File: src/htsd_pkg.sv
package htsd_pkg;

   localparam int TREE_NODES_DEFAULT  = 257;
   localparam int COUNT_WIDTH_DEFAULT = 24;
   localparam int LIMIT_WIDTH         = 24;

   localparam logic [LIMIT_WIDTH-1:0] LIMIT_RESET = 24'hFF_FFFF;
   localparam logic [15:0]            END_VALUE   = 16'd256;
   localparam logic [31:0]            EMPTY_NODE  = 32'hFEFF_FEFF;

   // result kinds
   localparam logic [1:0] KIND_SYMBOL = 2'd0;
   localparam logic [1:0] KIND_END    = 2'd1;
   localparam logic [1:0] KIND_ERROR  = 2'd2;

   // outcome of one tree step
   localparam logic [1:0] STEP_LINK  = 2'd0;
   localparam logic [1:0] STEP_SYM   = 2'd1;
   localparam logic [1:0] STEP_END   = 2'd2;
   localparam logic [1:0] STEP_ERROR = 2'd3;

   typedef struct packed {
      logic       restart;
      logic       hold_byte;
      logic       set_count;
      logic       load_node;
      logic       walk_reset;
      logic       start_walk;
      logic       walk_step;
      logic       push;
      logic [1:0] push_kind;
      logic       seal;
   } cmd_type;

   typedef struct packed {
      logic       count_bad;
      logic       count_zero;
      logic       load_done;
      logic       limit_zero;
      logic       limit_reached;
      logic [1:0] step_kind;
      logic       bit_last;
      logic       sym_limit;
      logic       last_flag;
      logic       pend_valid;
      logic       push_ok;
      logic       out_free;
   } status_type;

endpackage

File: src/htsd_ctrl.sv
module htsd_ctrl import htsd_pkg::*; (
   input  logic       clock,
   input  logic       reset,
   input  logic       req_tvalid,
   input  logic       req_tuser,
   input  logic       req_tlast,
   input  status_type status,
   output logic       req_tready,
   output cmd_type    cmd
);

   localparam logic [3:0] ST_CNT_LO = 4'd0;
   localparam logic [3:0] ST_CNT_HI = 4'd1;
   localparam logic [3:0] ST_NODES  = 4'd2;
   localparam logic [3:0] ST_DATA   = 4'd3;
   localparam logic [3:0] ST_DONE   = 4'd4;
   localparam logic [3:0] ST_WALK   = 4'd5;
   localparam logic [3:0] ST_LIMIT  = 4'd6;
   localparam logic [3:0] ST_TAIL   = 4'd7;
   localparam logic [3:0] ST_SEAL   = 4'd8;

   logic [3:0] state_ff, state_in;
   logic [3:0] ret_ff, ret_in;
   logic [3:0] phase;
   logic       accept;

   assign req_tready = (state_ff == ST_CNT_LO) || (state_ff == ST_CNT_HI) ||
                       (state_ff == ST_NODES) || (state_ff == ST_DATA) ||
                       (state_ff == ST_DONE);
   assign accept = req_tvalid && req_tready;
   assign phase  = req_tuser ? ST_CNT_LO : state_ff;

   always_comb begin
      state_in = state_ff;
      ret_in   = ret_ff;
      cmd      = '0;
      unique case (state_ff)
         ST_CNT_LO, ST_CNT_HI, ST_NODES, ST_DATA, ST_DONE: begin
            if (accept) begin
               cmd.restart = req_tuser;
               case (phase)
                  ST_CNT_LO: begin
                     cmd.hold_byte = 1'b1;
                     if (req_tlast) begin
                        cmd.push      = 1'b1;
                        cmd.push_kind = KIND_ERROR;
                        ret_in        = ST_DONE;
                        state_in      = ST_SEAL;
                     end else begin
                        state_in = ST_CNT_HI;
                     end
                  end
                  ST_CNT_HI: begin
                     if (status.count_bad) begin
                        cmd.push      = 1'b1;
                        cmd.push_kind = KIND_ERROR;
                        ret_in        = ST_DONE;
                        state_in      = ST_SEAL;
                     end else begin
                        cmd.set_count = 1'b1;
                        if (status.count_zero) begin
                           cmd.walk_reset = 1'b1;
                           if (status.limit_zero || req_tlast) begin
                              cmd.push      = 1'b1;
                              cmd.push_kind = KIND_END;
                              ret_in        = ST_DONE;
                              state_in      = ST_SEAL;
                           end else begin
                              state_in = ST_DATA;
                           end
                        end else if (req_tlast) begin
                           cmd.push      = 1'b1;
                           cmd.push_kind = KIND_ERROR;
                           ret_in        = ST_DONE;
                           state_in      = ST_SEAL;
                        end else begin
                           state_in = ST_NODES;
                        end
                     end
                  end
                  ST_NODES: begin
                     cmd.load_node = 1'b1;
                     if (status.load_done) begin
                        cmd.walk_reset = 1'b1;
                        if (status.limit_zero || req_tlast) begin
                           cmd.push      = 1'b1;
                           cmd.push_kind = KIND_END;
                           ret_in        = ST_DONE;
                           state_in      = ST_SEAL;
                        end else begin
                           state_in = ST_DATA;
                        end
                     end else if (req_tlast) begin
                        cmd.push      = 1'b1;
                        cmd.push_kind = KIND_ERROR;
                        ret_in        = ST_DONE;
                        state_in      = ST_SEAL;
                     end
                  end
                  ST_DATA: begin
                     if (status.limit_reached) begin
                        cmd.push      = 1'b1;
                        cmd.push_kind = KIND_END;
                        ret_in        = ST_DONE;
                        state_in      = ST_SEAL;
                     end else begin
                        cmd.start_walk = 1'b1;
                        state_in       = ST_WALK;
                     end
                  end
                  default: begin
                  end
               endcase
            end
         end
         ST_WALK: begin
            unique case (status.step_kind)
               STEP_LINK: begin
                  cmd.walk_step = 1'b1;
                  if (status.bit_last) begin
                     state_in = ST_TAIL;
                  end
               end
               STEP_SYM: begin
                  if (status.push_ok) begin
                     cmd.push      = 1'b1;
                     cmd.push_kind = KIND_SYMBOL;
                     cmd.walk_step = 1'b1;
                     if (status.sym_limit) begin
                        state_in = ST_LIMIT;
                     end else if (status.bit_last) begin
                        state_in = ST_TAIL;
                     end
                  end
               end
               STEP_END: begin
                  if (status.push_ok) begin
                     cmd.push      = 1'b1;
                     cmd.push_kind = KIND_END;
                     ret_in        = ST_DONE;
                     state_in      = ST_SEAL;
                  end
               end
               STEP_ERROR: begin
                  if (status.push_ok) begin
                     cmd.push      = 1'b1;
                     cmd.push_kind = KIND_ERROR;
                     ret_in        = ST_DONE;
                     state_in      = ST_SEAL;
                  end
               end
            endcase
         end
         ST_LIMIT: begin
            if (status.push_ok) begin
               cmd.push      = 1'b1;
               cmd.push_kind = KIND_END;
               ret_in        = ST_DONE;
               state_in      = ST_SEAL;
            end
         end
         ST_TAIL: begin
            if (status.last_flag) begin
               if (status.push_ok) begin
                  cmd.push      = 1'b1;
                  cmd.push_kind = KIND_END;
                  ret_in        = ST_DONE;
                  state_in      = ST_SEAL;
               end
            end else if (status.pend_valid) begin
               ret_in   = ST_DATA;
               state_in = ST_SEAL;
            end else begin
               state_in = ST_DATA;
            end
         end
         ST_SEAL: begin
            if (status.out_free) begin
               cmd.seal = 1'b1;
               state_in = ret_ff;
            end
         end
         default: begin
            state_in = ST_CNT_LO;
         end
      endcase
   end

   always_ff @(posedge clock) begin
      if (reset) begin
         state_ff <= ST_CNT_LO;
         ret_ff   <= ST_CNT_LO;
      end else begin
         state_ff <= state_in;
         ret_ff   <= ret_in;
      end
   end

endmodule

File: config.mk
export PLATFORM = sky130hd
export DESIGN_NAME = htsd_ctrl
export DESIGN_NICKNAME = d
export VERILOG_FILES = /design/src/htsd_pkg.sv /design/src/htsd_ctrl.sv
export SDC_FILE = /design/constraint.sdc
export NUM_CORES = 1
export LEC_CHECK = 0
export BUFFER_PORTS_ARGS = -buffer_cell sky130_fd_sc_hd__buf_4
export CAP_MARGIN = 20
export CORE_MARGIN = 8
export CORE_UTILIZATION = 41
export CTS_CLUSTER_DIAMETER = 60
export DETAILED_ROUTE_END_ITERATION = 12
export GPL_ROUTABILITY_DRIVEN = 0
export PLACE_DENSITY = 0.71
export SYNTH_ARGS = -nofsm -noshare
export SYNTH_HDL_FRONTEND = slang
export SYNTH_SLANG_ARGS = --single-unit
export TNS_END_PERCENT = 5
File: constraint.sdc
create_clock -name clock -period 7.72 [get_ports clock]
set_input_delay 2.316 -clock clock [delete_from_list [all_inputs] [get_ports clock]]
set_output_delay 2.316 -clock clock [all_outputs]
set_load 0.02 [all_outputs]
==> results of run 1 <==
==> power by group through the flow <==
stage	clock network, W	logic, W	registers [W]
2_1_floorplan	0	0.0000997	0.0000519
3_3_place_gp	0	0.000119	0.0000669
3_5_place_dp	0	0.000121	0.0000674
4_1_cts	0.0000330	0.000122	0.0000666
5_1_grt	0.0000344	0.000134	0.0000694
6_report	0.0000311	0.000123	0.0000674
==> flip-flops by register name, indices dropped and copies added (netlist names) <==
register / count
ret_ff: 4
state_ff: 4
==> how the worst max path moves through the flow <==
stage / to / slack [ns]
floorplan: cmd[5] / 1.88
global placement: cmd[1] / 1.65
detailed placement: cmd[1] / 1.60
CTS: cmd[1] / 1.60
global route: cmd[1] / 1.50
finish: cmd[1] / 1.58
==> placed cells by master (no fill, tap or decap), types with 2 or more instances in the layout <==
| cell type | n |
|---|---|
| nor4b_1 | 2 |
| nand3b_1 | 2 |
| a311oi_1 | 2 |
| nand2b_1 | 4 |
| a21oi_1 | 12 |
| o211a_1 | 2 |
| inv_1 | 7 |
| a22oi_1 | 2 |
| nor2b_1 | 5 |
| buf_4 | 29 |
| nand2_1 | 10 |
| a211oi_1 | 4 |
| o21ai_0 | 6 |
| dfxtp_1 | 8 |
| clkbuf_4 | 3 |
| nor3b_1 | 3 |
| a22o_1 | 3 |
| o22ai_1 | 2 |
| a221o_1 | 2 |
| nor2_1 | 17 |
| a2111oi_0 | 3 |
| o21a_1 | 4 |
| or4_1 | 2 |
| a32oi_1 | 2 |
| nor3_1 | 9 |
| and3_1 | 2 |
| and2_1 | 2 |
| o32ai_1 | 4 |
| or3_1 | 2 |
==> worst max-delay path, cell delays in order <==
cell and delay (ns):
buf_4 0.14, or3b_1 0.44, nor3_2 0.28, a32oi_1 0.14, o21ai_0 0.22, a22o_1 0.15
buf_4 0.14
==> synthesized netlist by cell type, types with 3 or more instances <==
cell       number
a2111oi_0       3
a211oi_1        4
a21oi_1        12
a22o_1          3
buf_2           3
clkbuf_1        4
dfxtp_1         8
inv_1           7
nand2_1        10
nand2b_1        4
nor2_1         17
nor2b_1         5
nor3_1          9
nor3b_1         3
o21a_1          4
o21ai_0         6
o32ai_1         4
==> layout make-up <==
type	count	area share [%]
multi-input cells	122	62.68
repair buffers	29	17.51
flip-flops and latches	8	12.88
well taps	30	3.018
inverters	7	2.113
clock buffers	3	1.811
==> routing by layer <==
metal | GRT usage, % | vias up
li1 | - | 610
met1 | 18.78 | 557
met2 | 23.87 | 60
met3 | 3.390 | 13
met4 | 8.000 | 0
met5 | 0 | -
==> logic make-up (layout without fill, tap and decap cells) <==
family	count (synthesis)	after routing	synth area share [%]
simple gates	68	68	37.56
compound gates	54	54	38.42
buf+inv	18	39	8.413
flops	8	8	15.61
==> metrics by stage <==
step | hold WS [ns] | cells | util [%] | total power [W]
2_1_floorplan | 0.4272 | 148 | - | 0.0001516
6_report | 0.4691 | 199 | 51.13 | 0.0002211
3_3_place_gp | 0.4509 | 196 | 50.21 | 0.0001861
4_1_cts | 0.4661 | 199 | 51.13 | 0.0002217
3_5_place_dp | 0.4560 | 196 | 50.21 | 0.0001887
5_1_grt | 0.4740 | 199 | 51.13 | 0.0002375
==> flow_metrics.tcl, run 1 <==
set metrics [dict create \
    status "completed" \
    min_to "ret_ff[3]" \
    clk_transition_reported_paths_ns 0.05 \
    num-nets-final 189 \
    holdPathStages 2 \
    met1_length_microns 1377 \
    grt_pass1_vias 1138 \
    synth-seq-cells 8 \
    htree_levels 1 \
    dp_hpwl_microns 2651 \
    p_leak_nw 0.4739 \
    hold_buffers 0 \
    ant_nets 0 \
    syn_nets 166 \
    die_w_microns 66.03 \
    tightest_slew_ns 0.6597 \
    netlist_area_sq_um 1026 \
    ys_warn_count 0 \
    cts_sinks 8 \
    reg2reg_slack_ns 5.45 \
    dr.pass1.iters 4 \
    yosys_most_used_dff "dfxtp_1" \
    route.met2.wl_microns 1573 \
    postSynthAreaPerCell_sq_um 6.932 \
    relSlewSlack_pct 55.61 \
    pwr-share-comb_pct 55.4 \
    seqPwrFrac_pct 30.5 \
    dp_slack_ns 1.597 \
    routed_wl_microns 3349 \
    overflow 0 \
    dieArea_sq_um 4359 \
    crit_fanout 11 \
    die_h_microns 66.03 \
    layout_min_cycle_time_ns 6.144 \
    p_per_area_nw_per_um2 177.8 \
    io_pins 30 \
    insertion_delay_ns 0.25 \
    multiInputGateArea_sq_um 779.5 \
    slew_violations 0 \
    n_antenna_cell 0 \
    fmax_ghz 0.1628 \
    p_int_w 0.0001182 \
    num_vias 1240 \
    cts_tree "yes" \
    cp-startpoint "req_tuser" \
    finalSetupViolations 0 \
    synth_seq_area_share_pct 15.61 \
    clockPowerShare_pct 14.1 \
    finClkSkew_ns 0.003149 \
    clockRootBuffer "clkbuf_4" \
    drc_errors 0 \
    ff_latch_area_sq_um 160.2 \
    synth_top_cell_by_area "dfxtp_1" \
    grt_max_degree 19 \
    p_switching_w 0.0001029 \
    max_cap_violations 0 \
    peakVddDrop_v 0.0001164 \
    stdcell_area_sq_um 1244 \
    worstPathRequired_ns 5.40 \
    rsz0062_at_grt "false" \
    crit_arrival_ns 3.83 \
    grt_pass1_wl_microns 5326 \
    timing_hold_violations_final 0 \
    crit_type "primary input to output pin" \
    syn_inst 148 \
    synth_cell_types 46 \
    drive_above_1_share_pct 21.30 \
    end_kind "output pin" \
    initial_utilization_pct 42.18 \
    rr_endpoint "ret_ff[0]" \
    cts_resized 0 \
    synth_top_area_share_pct 15.61 \
    setup_tns_ns 0 \
    post_cts.repair.setup_buffers 0 \
    drt_iter0_drc 95 \
    hold_class "flop to flop" \
    area_growth_pct 21.22 \
    port_buffers 29 \
    setup_ws_ns 1.576 \
    gr-usage-all-layers_pct 15.18 \
    period_share_pct 79.59 \
    antenna_found_initial 0 \
    reg2reg_depth 5 \
    synth-edff-count 0 \
    top_layer "met4" \
    place_area_sq_um 1221 \
    start_kind "primary input" \
    vias_per_cell 6.231 \
    async_flop_share_pct 0 \
    wire_per_inst_microns 16.83 \
    wl_met3_microns 295 \
    cts_buffers 3 \
    r2r_start "state_ff[3]" \
    synth.area.top_cells "dfxtp_1 16%, nor2_1 6.2%, a21oi_1 5.9%, nor3_1 4.4%, nand2_1 3.7%" \
    clockBufferDepth 2 \
    min_from "ret_ff[3]" \
    p_sw_share_pct 46.53 \
    nFillCells 252 \
    rows 18 \
    core_area_sq_um 2432 \
]
Note: power is estimated with default switching activity, not from simulation.
==> inputs of run 2 (changes only) <==
- PLACE_DENSITY: 0.71 -> 0.73
- clock period: 7.72 -> 5 ns (I/O delays scaled with it)
==> run 2 against run 1 <==
Net effect: worst hold slack got worse by 0.0048 ns; clock skew down 0.0028 ns; non-clock buffer count stayed put; combinational power grew 55%; core utilization is the same; sequential power up 53%; sequential share of layout area stayed put.
==> flow_metrics.tcl, run 2 (same netlist as run 1, synthesis figures left out) <==
set metrics [dict create \
    htree_levels 1 \
    num-nets-final 189 \
    worstPathRequired_ns 3.50 \
    ant_nets 0 \
    finalPower_w 0.0003415 \
    critPathTopFamily "simple AND/OR/NAND/NOR gates" \
    dp.cells 196 \
    period_share_pct 90.30 \
    fmax_ghz 0.2215 \
    slew_violations 0 \
    relSlewSlack_pct 58.72 \
    p_per_area_nw_per_um2 274.6 \
    p_leak_nw 0.4739 \
    hold-worst-slack_ns 0.4643 \
    cp_cell_sequence "buf_4, or3b_1, nor3_2, a32oi_1, o21ai_0, a22o_1, buf_4" \
    finClkSkew_ns 0.0003723 \
    dp_hpwl_microns 2702 \
    drt_iter0_drc 137 \
    critPathBufInv 2 \
    insertion_delay_ns 0.25 \
    layout.cells.non_filler 199 \
    cts_tree "yes" \
    io_pins 30 \
    drc_errors 0 \
    clk_transition_reported_paths_ns 0.05 \
    drive_above_1_share_pct 21.30 \
    crit_fanout 11 \
    clockBufferDepth 2 \
    dieArea_sq_um 4359 \
    num_vias 1289 \
    clockRootBuffer "clkbuf_4" \
    dp_slack_ns 0.5120 \
    rsz0062_at_grt "false" \
    wire_per_inst_microns 17.33 \
    slowest_delay_ns 0.43 \
    start_kind "primary input" \
    grt_pass1_vias 1212 \
    layout_commonest_cell "buf_4" \
    tightest_slew_ns 0.6136 \
    crit_arrival_ns 3.02 \
    max_cap_violations 0 \
    cpMostUsedCell "buf_4" \
    setup_ws_ns 0.4849 \
    timing_hold_violations_final 0 \
    die_w_microns 66.03 \
    hold_class "flop to flop" \
    overflow 0 \
    end_kind "output pin" \
    core_area_sq_um 2432 \
    rows 18 \
    grt_max_degree 19 \
    cts_resized 0 \
    post_cts.repair.setup_buffers 0 \
    finalSetupViolations 0 \
    port_buffers 29 \
    n_antenna_cell 0 \
    crit_type "primary input to output pin" \
    grt_pass1_wl_microns 5595 \
    layout_common_cells "29 x buf_4, 17 x nor2_1, 12 x a21oi_1" \
    routed_wl_microns 3448 \
    reg_top3 "ret_ff (4), state_ff (4)" \
    cts_buffers 3 \
    vias_per_cell 6.477 \
    gr-usage-all-layers_pct 16.02 \
    crit_path_top_delay_cell "or3b_1" \
    area_growth_pct 21.22 \
    setup_tns_ns 0 \
    status "completed" \
    antenna_found_initial 0 \
    initial_utilization_pct 42.18 \
    die_h_microns 66.03 \
    dr.pass1.iters 7 \
    hold_buffers 0 \
    layout_min_cycle_time_ns 4.515 \
    peakVddDrop_v 0.0001747 \
    cts_sinks 8 \
]
==> run 2: metrics by stage <==
stage               instance area, sq um  util (%)
floorplan                           1026         -
global placement                    1221     50.21
detailed placement                  1221     50.21
CTS                                 1244     51.13
global route                        1244     51.13
finish                              1244     51.13
==> run 2: power breakdown <==
part,switching [W],internal [W],leakage [nW]
Sequential,0.0000298,0.0000732,0.0654
Combinational,0.000109,0.0000820,0.395
Clock,0.0000199,0.0000273,0.0138
==> run 2: metal layers <==
metal / wire [microns] / track usage [%]
met2: 1580 / 25.82
met1: 1382 / 18.74
met5: 0 / 0
met4: 127 / 9.067
met3: 357 / 4.237
==> run 2: layout make-up <==
type                       instances  area, sq um
timing repair buffer              29        217.7
clock buffer                       3        22.52
tap                               30        37.54
sequential                         8        160.2
inverter                           7        26.28
fill                             264         1189
multi-input combinational        122        779.5
==> run 2: worst paths after layout <==
kind / start / to / slack, ns / cells after the start
worst min-delay path: ret_ff[3] / ret_ff[3] / 0.46 / 2
worst max register to register: state_ff[3] / ret_ff[1] / 2.73 / 5
worst max-delay path: req_tuser / cmd[1] / 0.48 / 7
worst min register to register: ret_ff[3] / ret_ff[3] / 0.46 / 2
==> run 2: tightest hold or removal path, delay by kind of cell (launching register included) <==
family	cells	cell delay, ns
AOI/OAI and AO/OA	1	0.04
and+or+nand+nor	1	0.07
DFF	1	0.31
==> inputs of run 3 (changes only) <==
- CORE_ASPECT_RATIO: default -> 1.25
==> run 3 against run 2 <==
Net effect: non-clock buffer count unchanged; highest routed layer unchanged; sequential power about the same; final area up 0.30%; cell count up 1.5%; clock skew up 0.0074 ns.
==> flow_metrics.tcl, run 3 (same netlist as run 1, synthesis figures left out) <==
set metrics [dict create \
    drc_errors 0 \
    period_share_pct 89.95 \
    area_growth_pct 21.59 \
    grt_max_degree 19 \
    core_area_sq_um 2402 \
    reg2reg_depth 5 \
    peakVddDrop_v 0.0001569 \
    finClkSkew_ns 0.007799 \
    start_kind "primary input" \
    ant_nets 0 \
    seqPwrFrac_pct 30.3 \
    end_kind "output pin" \
    nFillCells 260 \
    cts_sinks 8 \
    drt_iter0_drc 74 \
    cts_resized 0 \
    routed_wl_microns 3301 \
    crit_path_top_delay_cell "or3b_1" \
    cts_buffers 3 \
    multiInputGateArea_sq_um 779.5 \
    clockBufferDepth 2 \
    ff_latch_area_sq_um 160.2 \
    gr-usage-all-layers_pct 15.25 \
    layout_min_cycle_time_ns 4.498 \
    fmax_ghz 0.2223 \
    timing_hold_violations_final 0 \
    dieArea_sq_um 4369 \
    hold_buffers 0 \
    post_cts.repair.setup_buffers 0 \
    holdPathStages 2 \
    grt_pass1_vias 1154 \
    hold_class "flop to flop" \
    stdcell_area_sq_um 1247 \
    rsz0062_at_grt "false" \
    crit_fanout 11 \
    min_to "ret_ff[3]" \
    initial_utilization_pct 42.71 \
    grt_pass1_wl_microns 5257 \
    die_w_microns 60.74 \
    vias_per_cell 6.248 \
    p_int_w 0.0001825 \
    place_area_sq_um 1225 \
    cp_cell_sequence "buf_4, or3b_1, nor3_2, a32oi_1, o21ai_0, a22o_1, buf_4" \
    cpMostUsedCell "buf_4" \
    p_sw_share_pct 46.42 \
    layout_commonest_cell "buf_4" \
    max_cap_violations 0 \
    layout_common_cells "29 x buf_4, 17 x nor2_1, 12 x a21oi_1" \
    clockPowerShare_pct 14.5 \
    num_vias 1262 \
    io_pins 30 \
    status "completed" \
    dr.pass1.iters 4 \
    crit_type "primary input to output pin" \
    reg2reg_slack_ns 2.77 \
    clockRootBuffer "clkbuf_4" \
    htree_levels 1 \
    setup_tns_ns 0 \
    tightest_slew_ns 0.6470 \
    die_h_microns 71.93 \
    antenna_found_initial 0 \
    dp_hpwl_microns 2639 \
    finalSetupViolations 0 \
    reg_top3 "ret_ff (4), state_ff (4)" \
    rr_endpoint "ret_ff[2]" \
    rows 20 \
    p_per_area_nw_per_um2 273.0 \
    finalPower_w 0.0003405 \
    clk_transition_reported_paths_ns 0.06 \
    drive_above_1_share_pct 21.30 \
    relSlewSlack_pct 56.47 \
    slew_violations 0 \
    insertion_delay_ns 0.25 \
    overflow 0 \
    p_switching_w 0.0001581 \
    r2r_start "state_ff[3]" \
    num-nets-final 189 \
    min_from "ret_ff[3]" \
    worstPathRequired_ns 3.50 \
    n_antenna_cell 0 \
    port_buffers 29 \
    p_leak_nw 0.4739 \
    wire_per_inst_microns 16.34 \
    pwr-share-comb_pct 55.2 \
    slowest_delay_ns 0.43 \
    cts_tree "yes" \
    crit_arrival_ns 3.00 \
]
## run 3: how the worst max path moves through the flow
| stage | start | slack [ns] | depth (start not counted) | end |
|---|---|---|---|---|
| 6_report | req_tuser | 0.50 | 7 | cmd[1] |
| 4_1_cts | req_tuser | 0.51 | 7 | cmd[1] |
| 3_3_place_gp | req_tuser | 0.56 | 7 | cmd[1] |
| 5_1_grt | req_tuser | 0.33 | 7 | cmd[1] |
| 3_5_place_dp | req_tuser | 0.51 | 7 | cmd[1] |
| 2_1_floorplan | req_tuser | 0.79 | 2 | cmd[5] |
## run 3: per-stage QoR
stage / utilization, % / worst slack [ns] / instances / hold slack (ns)
after floorplan: - / 0.7933 / 148 / 0.4272
after detailed placement: 50.99 / 0.5064 / 199 / 0.4502
after global routing: 51.93 / 0.3291 / 202 / 0.4734
final: 51.93 / 0.5023 / 202 / 0.4617
after global placement: 50.99 / 0.5599 / 199 / 0.4472
after CTS: 51.93 / 0.5053 / 202 / 0.4610
## run 3: power groups by stage
stage          Combinational [W]  Clock (W)  Sequential [W]
3_3_place_gp            0.000185          0        0.000103
3_5_place_dp            0.000186          0        0.000103
5_1_grt                 0.000207  0.0000572        0.000106
2_1_floorplan           0.000154          0       0.0000801
6_report                0.000188  0.0000494        0.000103
4_1_cts                 0.000187  0.0000528        0.000102
## run 3: final cells by class
class	count	share of cell area [%]
Clock buffer	3	1.805
Inverter	7	2.106
Multi-Input combinational cell	122	62.49
Sequential cell	8	12.84
Tap cell	33	3.310
Timing Repair Buffer	29	17.45
## run 3: layer usage
layer,track usage [%],wire length (microns),up-vias
met5,0,0,-
met4,8.831,118,0
met1,16.51,1272,581
met3,2.124,212,10
met2,26.74,1699,57
li1,-,-,614
## run 3: worst max-delay path, delay by kind of cell
family	cells	cell delay, ns
buffers and inverters	2	0.27
AOI/OAI and AO/OA	3	0.49
and+or+nand+nor	2	0.71
